## src/cld_pkg.sv

```systemverilog
// ----------------------------------------------------------------------------
// cld_pkg
// Shared types, constants and index helpers of the console line discipline.
// ----------------------------------------------------------------------------
package cld_pkg;

  // Store geometry; indices count modulo twice the depth so full and empty differ
  localparam int BUFFER_DEPTH = 128;
  localparam int IDX_MOD      = 2 * BUFFER_DEPTH;
  localparam int IDX_W        = $clog2(IDX_MOD);
  localparam int SLOT_W       = $clog2(BUFFER_DEPTH);

  typedef logic [IDX_W-1:0]  idx_t;
  typedef logic [SLOT_W-1:0] slot_t;

  // Control characters
  localparam logic [7:0] CH_NUL     = 8'h00;
  localparam logic [7:0] CH_DEL     = 8'h7F;
  localparam logic [7:0] CH_CR      = 8'h0D;
  localparam logic [7:0] CH_NL      = 8'h0A;
  localparam logic [7:0] CH_EOF     = 8'h04;
  localparam logic [7:0] CH_KILL    = 8'h15;
  localparam logic [7:0] CH_BS      = 8'h08;
  localparam logic [7:0] CH_THREADS = 8'h14;

  // Input opcodes
  localparam logic OP_RX   = 1'b0;
  localparam logic OP_READ = 1'b1;

  // Echo kinds
  localparam logic [1:0] EK_NONE  = 2'd0;
  localparam logic [1:0] EK_BYTE  = 2'd1;
  localparam logic [1:0] EK_ERASE = 2'd2;

  // Read status codes
  localparam logic [1:0] RS_NONE  = 2'd0;
  localparam logic [1:0] RS_DATA  = 2'd1;
  localparam logic [1:0] RS_EMPTY = 2'd2;
  localparam logic [1:0] RS_EOF   = 2'd3;

  // Configuration register indices
  localparam int CFG_IDX_W = 2;
  localparam logic [CFG_IDX_W-1:0] CFG_CANONICAL = 2'd0;
  localparam logic [CFG_IDX_W-1:0] CFG_ECHO      = 2'd1;
  localparam logic [CFG_IDX_W-1:0] CFG_CRNL      = 2'd2;

  // Datapath actions issued by the controller
  typedef enum logic [2:0] {
    ACT_NONE,
    ACT_CHAR,
    ACT_READ_EMPTY,
    ACT_READ_START,
    ACT_READ_POP,
    ACT_KILL_START,
    ACT_KILL_STEP,
    ACT_KILL_END
  } act_e;

  typedef struct packed {
    act_e act;
    logic finish;
  } cld_cmd_t;

  typedef struct packed {
    logic out_free;
    logic canonical;
    logic read_eq_commit;
    logic edit_eq_commit;
    logic kill_hit_nl;
    logic kill_last;
  } cld_sts_t;

  // a + 1 modulo IDX_MOD
  function automatic idx_t idx_inc(input idx_t a);
    return (a == IDX_W'(IDX_MOD - 1)) ? '0 : a + IDX_W'(1);
  endfunction

  // a - 1 modulo IDX_MOD
  function automatic idx_t idx_dec(input idx_t a);
    return (a == '0) ? IDX_W'(IDX_MOD - 1) : a - IDX_W'(1);
  endfunction

  // a - b modulo IDX_MOD
  function automatic idx_t idx_diff(input idx_t a, input idx_t b);
    logic [IDX_W:0] t;
    t = {1'b0, a} + (IDX_W+1)'(IDX_MOD) - {1'b0, b};
    if (t >= (IDX_W+1)'(IDX_MOD)) begin
      t = t - (IDX_W+1)'(IDX_MOD);
    end
    return t[IDX_W-1:0];
  endfunction

  // Store slot of an index
  function automatic slot_t slot_of(input idx_t a);
    idx_t s;
    s = (a >= IDX_W'(BUFFER_DEPTH)) ? a - IDX_W'(BUFFER_DEPTH) : a;
    return s[SLOT_W-1:0];
  endfunction

  // Saturate a count to eight bits
  function automatic logic [7:0] sat8(input idx_t a);
    logic [IDX_W+7:0] w;
    w = (IDX_W+8)'(a);
    return (w > (IDX_W+8)'(255)) ? 8'hFF : w[7:0];
  endfunction

endpackage

```

## src/cld_ram.sv

```systemverilog
// ----------------------------------------------------------------------------
// cld_ram
// Generic single write port, single read port RAM with registered read data.
// ----------------------------------------------------------------------------
module cld_ram #(
  parameter int WIDTH = 8,
  parameter int DEPTH = 128
) (
  input  logic                     clk_i,
  input  logic                     we_i,
  input  logic [$clog2(DEPTH)-1:0] waddr_i,
  input  logic [WIDTH-1:0]         wdata_i,
  input  logic [$clog2(DEPTH)-1:0] raddr_i,
  output logic [WIDTH-1:0]         rdata_o
);

  logic [WIDTH-1:0] mem [DEPTH];
  logic [WIDTH-1:0] rdata_q;

  // Write port and registered read port
  always_ff @(posedge clk_i) begin
    if (we_i) begin
      mem[waddr_i] <= wdata_i;
    end
    rdata_q <= mem[raddr_i];
  end

  assign rdata_o = rdata_q;

endmodule

```

## src/cld_ctrl.sv

```systemverilog
// ----------------------------------------------------------------------------
// cld_ctrl
// Controller: accepts items and sequences reads and the kill-line walk.
// ----------------------------------------------------------------------------
module cld_ctrl (
  input  logic             clk_i,
  input  logic             rst_ni,
  input  logic             in_valid_i,
  input  logic             opcode_i,
  input  logic [7:0]       rx_char_i,
  input  cld_pkg::cld_sts_t sts_i,
  output logic             in_stall_o,
  output cld_pkg::cld_cmd_t cmd_o
);

  localparam logic [1:0] ST_IDLE = 2'd0;
  localparam logic [1:0] ST_KILL = 2'd1;
  localparam logic [1:0] ST_READ = 2'd2;

  logic [1:0] state_q, state_d;
  logic       accept;

  // Take a new item only when idle and the result register can be loaded
  assign in_stall_o = !((state_q == ST_IDLE) && sts_i.out_free);
  assign accept     = in_valid_i && !in_stall_o;

  // Next state and command
  always_comb begin
    state_d      = state_q;
    cmd_o.act    = cld_pkg::ACT_NONE;
    cmd_o.finish = 1'b0;
    case (state_q)
      ST_IDLE: begin
        if (accept) begin
          if (opcode_i == cld_pkg::OP_READ) begin
            if (sts_i.read_eq_commit) begin
              cmd_o.act    = cld_pkg::ACT_READ_EMPTY;
              cmd_o.finish = 1'b1;
            end else begin
              cmd_o.act = cld_pkg::ACT_READ_START;
              state_d   = ST_READ;
            end
          end else if (sts_i.canonical && (rx_char_i == cld_pkg::CH_KILL) &&
                       !sts_i.edit_eq_commit) begin
            cmd_o.act = cld_pkg::ACT_KILL_START;
            state_d   = ST_KILL;
          end else begin
            // includes a kill with nothing to erase: no change
            cmd_o.act    = cld_pkg::ACT_CHAR;
            cmd_o.finish = 1'b1;
          end
        end
      end
      ST_KILL: begin
        if (sts_i.kill_hit_nl) begin
          cmd_o.act    = cld_pkg::ACT_KILL_END;
          cmd_o.finish = 1'b1;
          state_d      = ST_IDLE;
        end else begin
          cmd_o.act = cld_pkg::ACT_KILL_STEP;
          if (sts_i.kill_last) begin
            cmd_o.finish = 1'b1;
            state_d      = ST_IDLE;
          end
        end
      end
      ST_READ: begin
        cmd_o.act    = cld_pkg::ACT_READ_POP;
        cmd_o.finish = 1'b1;
        state_d      = ST_IDLE;
      end
      default: begin
        state_d = ST_IDLE;
      end
    endcase
  end

  always_ff @(posedge clk_i or negedge rst_ni) begin
    if (!rst_ni) begin
      state_q <= ST_IDLE;
    end else begin
      state_q <= state_d;
    end
  end

endmodule

```

## src/cld_dp.sv

```systemverilog
// ----------------------------------------------------------------------------
// cld_dp
// Datapath: ring store, read/commit/edit indices, settings and result register.
// ----------------------------------------------------------------------------
module cld_dp (
  input  logic                              clk_i,
  input  logic                              rst_ni,
  input  logic                              cfg_we_i,
  input  logic [cld_pkg::CFG_IDX_W-1:0]     cfg_index_i,
  input  logic                              cfg_wdata_i,
  input  logic [7:0]                        rx_char_i,
  input  logic                              first_of_read_i,
  input  cld_pkg::cld_cmd_t                 cmd_i,
  output cld_pkg::cld_sts_t                 sts_o,
  input  logic                              out_stall_i,
  output logic                              out_valid_o,
  output logic [1:0]                        echo_kind_o,
  output logic [7:0]                        echo_byte_o,
  output logic [7:0]                        erase_count_o,
  output logic [1:0]                        read_status_o,
  output logic [7:0]                        read_byte_o,
  output logic                              line_end_o,
  output logic                              wake_o,
  output logic [7:0]                        ready_count_o
);

  cld_pkg::idx_t  read_q, read_d;
  cld_pkg::idx_t  commit_q, commit_d;
  cld_pkg::idx_t  edit_q, edit_d;
  cld_pkg::idx_t  kill_cnt_q, kill_cnt_d;
  cld_pkg::idx_t  fill;
  logic           canon_q, echo_q, crnl_q;
  logic           first_q, first_d;
  logic           space;
  logic [7:0]     ch_map;

  // Store port
  logic           ram_we;
  cld_pkg::slot_t ram_waddr, ram_raddr;
  logic [7:0]     ram_wdata, ram_rdata;

  // Result of the current step
  logic [1:0]     ek, rs;
  logic [7:0]     eb, ec, rb;
  logic           le, wk;

  // Result register
  logic           out_valid_q;
  logic [1:0]     echo_kind_q, read_status_q;
  logic [7:0]     echo_byte_q, erase_count_q, read_byte_q, ready_count_q;
  logic           line_end_q, wake_q;

  cld_ram #(
    .WIDTH(8),
    .DEPTH(cld_pkg::BUFFER_DEPTH)
  ) u_store (
    .clk_i  (clk_i),
    .we_i   (ram_we),
    .waddr_i(ram_waddr),
    .wdata_i(ram_wdata),
    .raddr_i(ram_raddr),
    .rdata_o(ram_rdata)
  );

  assign fill   = cld_pkg::idx_diff(edit_q, read_q);
  assign space  = fill < cld_pkg::IDX_W'(cld_pkg::BUFFER_DEPTH);
  assign ch_map = (crnl_q && (rx_char_i == cld_pkg::CH_CR)) ? cld_pkg::CH_NL : rx_char_i;

  // Status towards the controller
  assign sts_o.out_free       = !out_valid_q || !out_stall_i;
  assign sts_o.canonical      = canon_q;
  assign sts_o.read_eq_commit = (read_q == commit_q);
  assign sts_o.edit_eq_commit = (edit_q == commit_q);
  assign sts_o.kill_hit_nl    = (ram_rdata == cld_pkg::CH_NL);
  assign sts_o.kill_last      = (cld_pkg::idx_dec(edit_q) == commit_q);

  // Step logic
  always_comb begin
    read_d     = read_q;
    commit_d   = commit_q;
    edit_d     = edit_q;
    kill_cnt_d = kill_cnt_q;
    first_d    = first_q;
    ram_we     = 1'b0;
    ram_waddr  = cld_pkg::slot_of(edit_q);
    ram_wdata  = rx_char_i;
    ram_raddr  = cld_pkg::slot_of(read_q);
    ek         = cld_pkg::EK_NONE;
    eb         = 8'h00;
    ec         = 8'h00;
    rs         = cld_pkg::RS_NONE;
    rb         = 8'h00;
    le         = 1'b0;
    wk         = 1'b0;
    case (cmd_i.act)
      cld_pkg::ACT_CHAR: begin
        if (!canon_q) begin
          // raw: store, echo and commit at once
          if ((rx_char_i != cld_pkg::CH_NUL) && space) begin
            ram_we   = 1'b1;
            edit_d   = cld_pkg::idx_inc(edit_q);
            commit_d = cld_pkg::idx_inc(edit_q);
            wk       = 1'b1;
            if (echo_q) begin
              ek = cld_pkg::EK_BYTE;
              eb = rx_char_i;
            end
          end
        end else if (rx_char_i inside {cld_pkg::CH_THREADS, cld_pkg::CH_KILL}) begin
          // no change: thread list, or kill on an empty line
        end else if (rx_char_i inside {cld_pkg::CH_BS, cld_pkg::CH_DEL}) begin
          if (edit_q != commit_q) begin
            edit_d = cld_pkg::idx_dec(edit_q);
            if (echo_q) begin
              ek = cld_pkg::EK_ERASE;
              ec = 8'd1;
            end
          end
        end else if ((rx_char_i != cld_pkg::CH_NUL) && space) begin
          ram_we    = 1'b1;
          ram_wdata = ch_map;
          edit_d    = cld_pkg::idx_inc(edit_q);
          if (echo_q) begin
            ek = cld_pkg::EK_BYTE;
            eb = ch_map;
          end
          // line ends on newline, end of file or a full store
          if ((ch_map == cld_pkg::CH_NL) || (ch_map == cld_pkg::CH_EOF) ||
              (fill == cld_pkg::IDX_W'(cld_pkg::BUFFER_DEPTH - 1))) begin
            commit_d = cld_pkg::idx_inc(edit_q);
            wk       = 1'b1;
          end
        end
      end
      cld_pkg::ACT_READ_EMPTY: begin
        rs = cld_pkg::RS_EMPTY;
      end
      cld_pkg::ACT_READ_START: begin
        ram_raddr = cld_pkg::slot_of(read_q);
        first_d   = first_of_read_i;
      end
      cld_pkg::ACT_READ_POP: begin
        if (canon_q && (ram_rdata == cld_pkg::CH_EOF)) begin
          // end of file is consumed only as the first byte of a read
          if (first_q) begin
            read_d = cld_pkg::idx_inc(read_q);
          end
          rs = cld_pkg::RS_EOF;
        end else begin
          read_d = cld_pkg::idx_inc(read_q);
          rs     = cld_pkg::RS_DATA;
          rb     = ram_rdata;
          le     = canon_q && (ram_rdata == cld_pkg::CH_NL);
        end
      end
      cld_pkg::ACT_KILL_START: begin
        ram_raddr  = cld_pkg::slot_of(cld_pkg::idx_dec(edit_q));
        kill_cnt_d = '0;
      end
      cld_pkg::ACT_KILL_STEP: begin
        // drop one entry and fetch the one before it
        edit_d     = cld_pkg::idx_dec(edit_q);
        kill_cnt_d = kill_cnt_q + cld_pkg::IDX_W'(1);
        ram_raddr  = cld_pkg::slot_of(cld_pkg::idx_dec(cld_pkg::idx_dec(edit_q)));
      end
      default: begin
      end
    endcase
    // kill result once the walk ends
    if (((cmd_i.act == cld_pkg::ACT_KILL_STEP) || (cmd_i.act == cld_pkg::ACT_KILL_END)) &&
        (kill_cnt_d != '0) && echo_q) begin
      ek = cld_pkg::EK_ERASE;
      ec = cld_pkg::sat8(kill_cnt_d);
    end
  end

  // Settings, indices and control
  always_ff @(posedge clk_i or negedge rst_ni) begin
    if (!rst_ni) begin
      canon_q     <= 1'b1;
      echo_q      <= 1'b1;
      crnl_q      <= 1'b1;
      read_q      <= '0;
      commit_q    <= '0;
      edit_q      <= '0;
      out_valid_q <= 1'b0;
    end else begin
      if (cfg_we_i) begin
        case (cfg_index_i)
          cld_pkg::CFG_CANONICAL: canon_q <= cfg_wdata_i;
          cld_pkg::CFG_ECHO:      echo_q  <= cfg_wdata_i;
          cld_pkg::CFG_CRNL:      crnl_q  <= cfg_wdata_i;
          default: begin
          end
        endcase
      end
      read_q      <= read_d;
      commit_q    <= commit_d;
      edit_q      <= edit_d;
      out_valid_q <= cmd_i.finish || (out_valid_q && out_stall_i);
    end
  end

  // Working registers and result payload
  always_ff @(posedge clk_i) begin
    kill_cnt_q <= kill_cnt_d;
    first_q    <= first_d;
    if (cmd_i.finish) begin
      echo_kind_q   <= ek;
      echo_byte_q   <= eb;
      erase_count_q <= ec;
      read_status_q <= rs;
      read_byte_q   <= rb;
      line_end_q    <= le;
      wake_q        <= wk;
      ready_count_q <= cld_pkg::sat8(cld_pkg::idx_diff(commit_d, read_d));
    end
  end

  assign out_valid_o   = out_valid_q;
  assign echo_kind_o   = echo_kind_q;
  assign echo_byte_o   = echo_byte_q;
  assign erase_count_o = erase_count_q;
  assign read_status_o = read_status_q;
  assign read_byte_o   = read_byte_q;
  assign line_end_o    = line_end_q;
  assign wake_o        = wake_q;
  assign ready_count_o = ready_count_q;

`ifndef SYNTH
  // store never holds more than its depth
  a_fill_bound: assert property (@(posedge clk_i) disable iff (!rst_ni)
    fill <= cld_pkg::IDX_W'(cld_pkg::BUFFER_DEPTH))
    else $error("edit index ran past the read index by more than the depth");

  // committed bytes lie within the stored bytes
  a_commit_order: assert property (@(posedge clk_i) disable iff (!rst_ni)
    cld_pkg::idx_diff(commit_q, read_q) <= fill)
    else $error("commit index beyond edit index");

  // a step only finishes when the result register can take it
  a_finish_free: assert property (@(posedge clk_i) disable iff (!rst_ni)
    cmd_i.finish |-> sts_o.out_free)
    else $error("result register overwritten");

  // the kill walk never erases committed bytes
  a_kill_bound: assert property (@(posedge clk_i) disable iff (!rst_ni)
    (cmd_i.act == cld_pkg::ACT_KILL_STEP) |-> (edit_q != commit_q))
    else $error("kill step at the commit point");
`endif

endmodule

```

## src/console_line_discipline_top.sv

```systemverilog
// ----------------------------------------------------------------------------
// console_line_discipline_top
// Canonical/raw terminal line discipline over a ring store of received bytes.
// ----------------------------------------------------------------------------
//  channel | direction | handshake                   | payload
//  in      | input     | in_valid_i / in_stall_o     | opcode, rx_char, first_of_read
//  out     | output    | out_valid_o / out_stall_i   | echo, erase, read and count fields
//  cfg     | input     | cfg_we_i (no wait)          | cfg_index_i, cfg_wdata_i
//
//  A received character or an empty read finishes in its accepting step; a read with data
//  takes a start and a pop step. A kill-line takes a start step, one step per erased
//  character (at most BUFFER_DEPTH - 1) back to the commit point, or to a newline and an
//  end step; the walk reads one store entry per cycle through the single RAM read port.
//  Reset sets the indices to zero and all settings to 1; the store is not cleared.
//  The input is stalled while an item is in work or a result waits to be taken.
// ----------------------------------------------------------------------------
module console_line_discipline_top (
  input  logic                          clk_i,
  input  logic                          rst_ni,
  input  logic                          cfg_we_i,
  input  logic [cld_pkg::CFG_IDX_W-1:0] cfg_index_i,
  input  logic                          cfg_wdata_i,
  input  logic                          in_valid_i,
  output logic                          in_stall_o,
  input  logic                          opcode_i,
  input  logic [7:0]                    rx_char_i,
  input  logic                          first_of_read_i,
  output logic                          out_valid_o,
  input  logic                          out_stall_i,
  output logic [1:0]                    echo_kind_o,
  output logic [7:0]                    echo_byte_o,
  output logic [7:0]                    erase_count_o,
  output logic [1:0]                    read_status_o,
  output logic [7:0]                    read_byte_o,
  output logic                          line_end_o,
  output logic                          wake_o,
  output logic [7:0]                    ready_count_o
);

  cld_pkg::cld_cmd_t cmd;
  cld_pkg::cld_sts_t sts;

  cld_ctrl u_ctrl (
    .clk_i     (clk_i),
    .rst_ni    (rst_ni),
    .in_valid_i(in_valid_i),
    .opcode_i  (opcode_i),
    .rx_char_i (rx_char_i),
    .sts_i     (sts),
    .in_stall_o(in_stall_o),
    .cmd_o     (cmd)
  );

  cld_dp u_dp (
    .clk_i          (clk_i),
    .rst_ni         (rst_ni),
    .cfg_we_i       (cfg_we_i),
    .cfg_index_i    (cfg_index_i),
    .cfg_wdata_i    (cfg_wdata_i),
    .rx_char_i      (rx_char_i),
    .first_of_read_i(first_of_read_i),
    .cmd_i          (cmd),
    .sts_o          (sts),
    .out_stall_i    (out_stall_i),
    .out_valid_o    (out_valid_o),
    .echo_kind_o    (echo_kind_o),
    .echo_byte_o    (echo_byte_o),
    .erase_count_o  (erase_count_o),
    .read_status_o  (read_status_o),
    .read_byte_o    (read_byte_o),
    .line_end_o     (line_end_o),
    .wake_o         (wake_o),
    .ready_count_o  (ready_count_o)
  );

endmodule

```

## config.mk

```make
export PLATFORM = sky130hd
export DESIGN_NAME = console_line_discipline_top
export DESIGN_NICKNAME = d
export VERILOG_FILES = /design/src/cld_pkg.sv /design/src/cld_ram.sv /design/src/cld_ctrl.sv /design/src/cld_dp.sv /design/src/console_line_discipline_top.sv
export SDC_FILE = /design/constraint.sdc
export NUM_CORES = 2
export LEC_CHECK = 0
export ABC_AREA = 1
export BUFFER_PORTS_ARGS = -buffer_cell sky130_fd_sc_hd__buf_2
export CORE_MARGIN = 2
export CORE_UTILIZATION = 38
export CTS_BUF_LIST = sky130_fd_sc_hd__clkbuf_2
export CTS_CLUSTER_SIZE = 16
export DETAILED_ROUTE_END_ITERATION = 8
export PLACE_DENSITY_LB_ADDON = 0.15
export SYNTH_ARGS = -nofsm -noshare
export SYNTH_HDL_FRONTEND = slang
export SYNTH_HIERARCHICAL = 1
export SYNTH_SLANG_ARGS = --single-unit
```

## constraint.sdc

```tcl
create_clock -name clk_i -period 8.27 [get_ports clk_i]
set_input_delay 0.4135 -clock clk_i [delete_from_list [all_inputs] [get_ports clk_i]]
set_output_delay 0.4135 -clock clk_i [all_outputs]
set_load 0.05 [all_outputs]
```

**Yosys cells after proc, flatten, opt, wreduce, memory -nomap -nowiden**

Memories as Yosys holds them, arrays and structs flattened. A register that Yosys moved wholly into a read port is not among the register bits.
Cells that the tools add are included.

- Add/sub/neg operators: 15
- $lt $le $gt $ge: 7
- Equality and inequality tests: 33
- Multiplexer cells: 86
- Bitwise logic cells: 2
- Reduce and logical (&&, ||, !) cells: 36

Operators with widths:

| kind | number |
|---|---|
| 8-bit two-way mux | 40 |
| 8-bit by 4-bit == test with 1-bit output, second input constant | 4 |
| 8-bit greater-or-equal comparator, second input constant | 4 |
| 8-bit one-hot mux with 2 select lines | 2 |
| 8-bit by 1-bit subtractor with 8-bit output, second input constant | 4 |
| 2-bit two-way mux | 14 |
| 7-bit two-way mux | 4 |
| 7-bit by 1-bit subtractor with 7-bit output, second input constant | 4 |
| 8-bit by 1-bit adder with 8-bit output, second input constant | 3 |
| 8-bit == test | 3 |
| 1-bit two-way mux | 19 |
| 8-bit by 9-bit adder with 9-bit output, second input constant | 2 |
| 9-bit greater-or-equal comparator, second input constant | 2 |
| 9-bit by 8-bit subtractor with 9-bit output | 2 |
| 8-bit by 3-bit == test with 1-bit output, second input constant | 2 |
| 8-bit by 5-bit == test with 1-bit output, second input constant | 2 |
| 8-bit by 7-bit == test with 1-bit output, second input constant | 2 |
| 8-bit == test, second input constant | 2 |
| 8-bit zero test | 2 |
| 8-bit nonzero test | 2 |
| 7-bit one-hot mux with 2 select lines | 1 |
| 3-bit == test, second input constant | 4 |
| 3-bit != test, second input constant | 4 |
| 4-bit one-hot mux with 3 select lines | 1 |
| 21 further kinds | 50 |

- Flip-flop bits (word level): 77
- Bits in writable memories: 1024
- Bits of input ports: 18
- Output and inout port bits: 40
- Word-level logic and storage cells: 199
- Memories: 1

Memory list:

| name | words | width | rd ports | clocked after memory_dff | write ports | RTL line | RTL |
|---|---|---|---|---|---|---|---|
| u_dp.u_store.mem | 128 | 8 | 1 | 1 | 1 | cld_ram.sv:17 | `logic [WIDTH-1:0] mem [DEPTH];` |

**Depth between registers and ports, before layout**

- Depth in word-level cells: 16
- Mapped depth: 31
- Mapped depth without buffers: 28

**By module**

The synthesis kept the hierarchy.

Modules (own cells, without submodules):

| module | times used | cells each | area each (um2) | seq. area each (um2) |
|---|---|---|---|---|
| cld_ram | 1 | 3575 | 42104.1 | 30909.6 |
| cld_dp | 1 | 727 | 5396.4 | 2035.7 |
| cld_ctrl | 1 | 50 | 304.0 | 50.0 |

**Worst setup path before layout**

Ideal clock, no wire load.

- Path kind: register to register
- Start: register u_dp.edit_q[0]
- End: memory u_dp.u_store.mem[0][2], data pin
- Library setup time: 969 ps
- Arrival: 5859 ps
- Data required time: 7301 ps
- Path slack: 1442 ps
- Cell stages (with the launch flop): 16
- Path buffers: 2
- Period minus slack after synthesis: 6828 ps
- Cell sequence: dfrtp_1 > inv_1 > nand2_1 > a21oi_1 > nand4_1 > inv_1 > inv_1 > nand2_1 > nor2_1 > nand3_1 > nand3b_1 > a21oi_1 > buf_2 > nor3_1 > buf_2 > a31oi_1

RTL lines:

| element | RTL line | RTL |
|---|---|---|
| start: declaration | cld_dp.sv:29 | `cld_pkg::idx_t edit_q, edit_d;` |
| start signal: assignment | cld_dp.sv:199 | `edit_q <= edit_d;` |
| end: declaration | cld_ram.sv:17 |  |

==> key figures <==
Yosys
  – Yosys reg bits: between 1000 and 1500
  – Synth Area in Simple Gates: a little under a quarter
  – Ys flop type: edfxtp_1
  – Mux share of post-synthesis cell area: 0%
  – Mapped Cells: approximately 4400
  – Async SR Flop Fraction: about 2.7%
  – Syn. warnings: 6
  – Largest family of logic cells by synthesized area: simple AND/OR/NAND/NOR gates
  – Compound-Gate Fraction of Synth Area: around 1.4%
  – Post-synthesis sequential area ratio: roughly 69%
  – Avg Inst Size Synth: about 11 um^2
  – Post-synth EDFFs: between 1000 and 1500
  – Post-synthesis xor/xnor area fraction: less than 1%
  – Post-Synth Adder-Cell Area: less than 1%
  – Distinct cells, synth: 50
  – Syn Nets: around 4400
  – Area of the mapped netlist: ~48000 um^2

Route
  – Post-Route WL: between 100 and 150 mm
  – Avg WL per Cell: around 22 um
  – Via count: 33600
  – Vias per inst: 5.24
  – DRT Pass-1 Iters: 6
  – Final ANT Viol Nets: 0
  – Initial drt markers: 3282
  – DRC Markers: 0

Final layout
  – # fillers: 12200
  – Commonest cells after routing, fill and taps aside: nand2_1 (1387), edfxtp_1 (1063), nand3_1 (978)
  – P&R area growth vs syn: 9.69%
  – Non-Filler Instances: about 6400
  – Fraction of layout cells with a size suffix above 1: 13.8%
  – Commonest non-fill, non-tap cell in the layout: nand2_1
  – Nets: about 4600

Worst setup path
  – Crit-path leading delay family: simple AND/OR/NAND/NOR gates
  – Top cell by count, worst path: nand2_1
  – Crit-path max cell delay: 680 ps
  – Reg2Reg Depth: 26
  – Reg-to-Reg End: u_dp/u_store/rdata_o[6]
  – Type of origin of the critical path: flop
  – Crit path max-delay cell type: buf_12
  – Crit path buffers/inverters: 5
  – Critical path endpoint: u_dp/u_store/rdata_o[6]
  – Reg2reg start: u_dp/edit_q[0]
  – WP data arrival: 7610 ps
  – R2r setup slk: between 2000 and 2500 ps
  – Critical Path Stages: 26
  – Req. time, crit path: slightly below 10000 ps
  – Crit end category: flop
  – Kind of critical path: flop to flop
  – Setup crit start: u_dp/edit_q[0]
  – Crit-path max FO: between 150 and 200

CTS
  – Cts repair resizes: 0
  – Postcts setup bufs: 0
  – Clock sink count: 1109
  – CTS Root Cell: clkbuf_2
  – Clock latency at the later pin of the worst-skew pair: between 1500 and 2000 ps
  – Hold buffers post-CTS: between 50 and 60
  – H-tree depth: 5
  – Num CTS Buffers: a little over 300
  – Maximum clock path buffer count: 4
  – CTS clk-pin slew, worst paths: 100 ps
  – CTS tree: yes

Placed design
  – Routability cong.: around 0.9
  – Post-DP HPWL: around 79 mm
  – Placed cell count: roughly 5900
  – PortBufs: 57
  – DP Worst Slack: roughly 2200 ps

Outcome
  – Status: finished, final reports clean

Floorplanning
  – Core ar.: 125000 um^2
  – Die height: between 300 and 400 um
  – Initial Utilization: a little under two fifths
  – Die ar.: 129000 um^2
  – FP Rows: 130
  – Num ports: between 50 and 60
  – Die outline width: roughly 360 um

Timing
  – RSZ-0062 raised after global routing: no
  – Max Fclk: about 160 MHz
  – Least-Margin Pin Slew: 1260 ps
  – Setup WS post-layout: ~2100 ps
  – Period utilisation layout: roughly 74%
  – Slew Limit Fails: 0
  – Final hold violation count: 0
  – Tmin final: a little over 6000 ps
  – Slew headroom: between 10% and 20%
  – Final TNS setup: 0 ps
  – Final setup viols: 0
  – Clock Skew: ~110 ps

Global routing
  – GR peak layer: met2
  – Met1 Use GR: around 30%
  – Vias in the first global route: 32700
  – Pin count of the biggest net entering global routing: between 150 and 200
  – Gr ovfl total: 0
  – Initial antenna violation count: 2
  – First-pass GRT wire length: between 200 and 250 mm
  – Total GRT Usage: 21.9%
  – GRT met3 Usage: 4.11%
  – Global routing usage on met2: between 30% and 40%

Min path
  – Hold Crit Class: input pin to flop

Run
  – Maxcap violations: 0
## worst min path at each step
| stage | start | end | slack (ps) | depth (start not counted) |
|---|---|---|---|---|
| 2_1_floorplan | rst_ni | u_ctrl/state_q[0] | 120 | 0 |
| 3_3_place_gp | u_dp/crnl_q | u_dp/crnl_q | 480 | 2 |
| 3_5_place_dp | u_dp/crnl_q | u_dp/crnl_q | 490 | 2 |
| 4_1_cts | rx_char_i[2] | u_dp/edit_q[7] | 30 | 10 |
| 5_1_grt | rx_char_i[1] | u_dp/echo_kind_o[1] | 160 | 6 |
| 6_report | rx_char_i[1] | u_dp/edit_q[7] | 260 | 10 |
## area by class of cell
type | count | area (um^2) | area share [%]
Antenna cell | 8 | 20.0 | 0.0382
Timing Repair Buffer | 159 | 1400 | 2.67
Clock inverter | 33 | 155 | 0.296
Tap cell | 1650 | 2060 | 3.94
Inverter | 164 | 653 | 1.25
Multi-Input combinational cell | 2827 | 12800 | 24.4
Sequential cell | 1109 | 33000 | 62.9
Clock buffer | 467 | 2340 | 4.46
## metrics by stage
step | hold WS (ps) | cell area [um^2] | utilization (%)
floorplan | 118 | 47800 | -
global placement | 485 | 49200 | 39.3
detailed placement | 493 | 49200 | 39.3
CTS | 31.5 | 52400 | 41.9
global route | 158 | 52400 | 41.9
finish | 262 | 52400 | 41.9
## cell families (layout without fill, tap and decap cells)
group | count (synthesis) | in the layout
xor+xnor | 25 | 25
flops | 1109 | 1109
compound gates | 119 | 119
other cells | 0 | 8
simple gates | 2655 | 2655
fa+ha+maj | 28 | 28
buf+inv | 416 | 823
## state kept, by name, summed over array words and instances (netlist names)
name	count
u_dp/canon_q	1
u_dp/erase_count_o	8
u_dp/crnl_q	1
u_dp/first_q	1
u_ctrl/state_q	2
u_dp/wake_o	1
u_dp/u_store/mem	1024
u_dp/kill_cnt_q	8
u_dp/line_end_o	1
u_dp/out_valid_o	1
u_dp/edit_q	8
u_dp/ready_count_o	8
u_dp/echo_byte_o	8
u_dp/echo_kind_o	2
u_dp/echo_q	1
u_dp/u_store/rdata_o	8
u_dp/commit_q	8
u_dp/read_byte_o	8
u_dp/read_status_o	2
u_dp/read_q	8
## worst register-to-register path, stage by stage, from the launching register on
cell and delay, ps:
dfrtp_1 610, inv_1 250, nand2_1 110, a21oi_1 70
nand4_1 150, inv_1 80, inv_1 50, nand2_1 50
nor2_1 100, nand3_1 90, nand3b_1 160, a21oi_1 500
nand3_2 340, nand2_2 340, o211ai_1 190, o221ai_4 150
buf_4 610, buf_12 700, nand3_1 370, nand3_1 190
nand3_1 130, nand2_1 180, nand2_1 140, nand3_1 170
nand2_1 80, nand2_1 100, nand2_1 70
## synth_stat cells (2+ instances only)
| master | count | area (um^2) |
|---|---|---|
| buf_4 | 42 | 315 |
| nand3b_1 | 3 | 22.5 |
| buf_6 | 24 | 270 |
| ha_1 | 26 | 325 |
| nor2_4 | 4 | 45.0 |
| o21ai_0 | 36 | 180 |
| a31oi_1 | 3 | 18.8 |
| buf_2 | 128 | 641 |
| dfstp_2 | 3 | 78.8 |
| nor2_2 | 4 | 25.0 |
| nand2_1 | 1392 | 5230 |
| nand3_4 | 2 | 35.0 |
| fa_1 | 2 | 40.0 |
| o32ai_1 | 2 | 17.5 |
| nand3_1 | 978 | 4890 |
| nand2_4 | 2 | 22.5 |
| inv_2 | 17 | 63.8 |
| edfxtp_1 | 1063 | 31900 |
| xnor2_1 | 3 | 26.3 |
| inv_1 | 145 | 544 |
| a21oi_2 | 2 | 17.5 |
| clkbuf_1 | 41 | 154 |
| dfrtp_1 | 27 | 676 |
| nor4_1 | 3 | 18.8 |
| o21ai_1 | 16 | 80.1 |
| buf_1 | 16 | 60.1 |
| o221ai_1 | 2 | 17.5 |
| nand4_1 | 15 | 93.8 |
| a21oi_1 | 35 | 175 |
| o21ai_2 | 5 | 43.8 |
| nand2_2 | 9 | 56.3 |
| nor2_1 | 211 | 792 |
| nand3_2 | 4 | 40.0 |
| xor2_1 | 22 | 193 |
| a22oi_1 | 3 | 22.5 |
| nor3_1 | 20 | 100 |
| o211ai_1 | 10 | 75.1 |
| dfxtp_1 | 16 | 320 |
| o22ai_1 | 3 | 18.8 |
| nor3_2 | 3 | 30.0 |
## metal layers
| layer | vias up | part of all wire [%] | wire length (um) |
|---|---|---|---|
| li1 | 15700 | - | - |
| met1 | 16600 | 44 | 62500 |
| met2 | 1115 | 48 | 67300 |
| met3 | 228 | 5.9 | 8340 |
| met4 | 0 | 2.5 | 3520 |
| met5 | - | 0 | 0 |
Power is left out: the tool's default activity adds up to more than one toggle a clock period on the data nets, which glitch-free logic cannot reach.
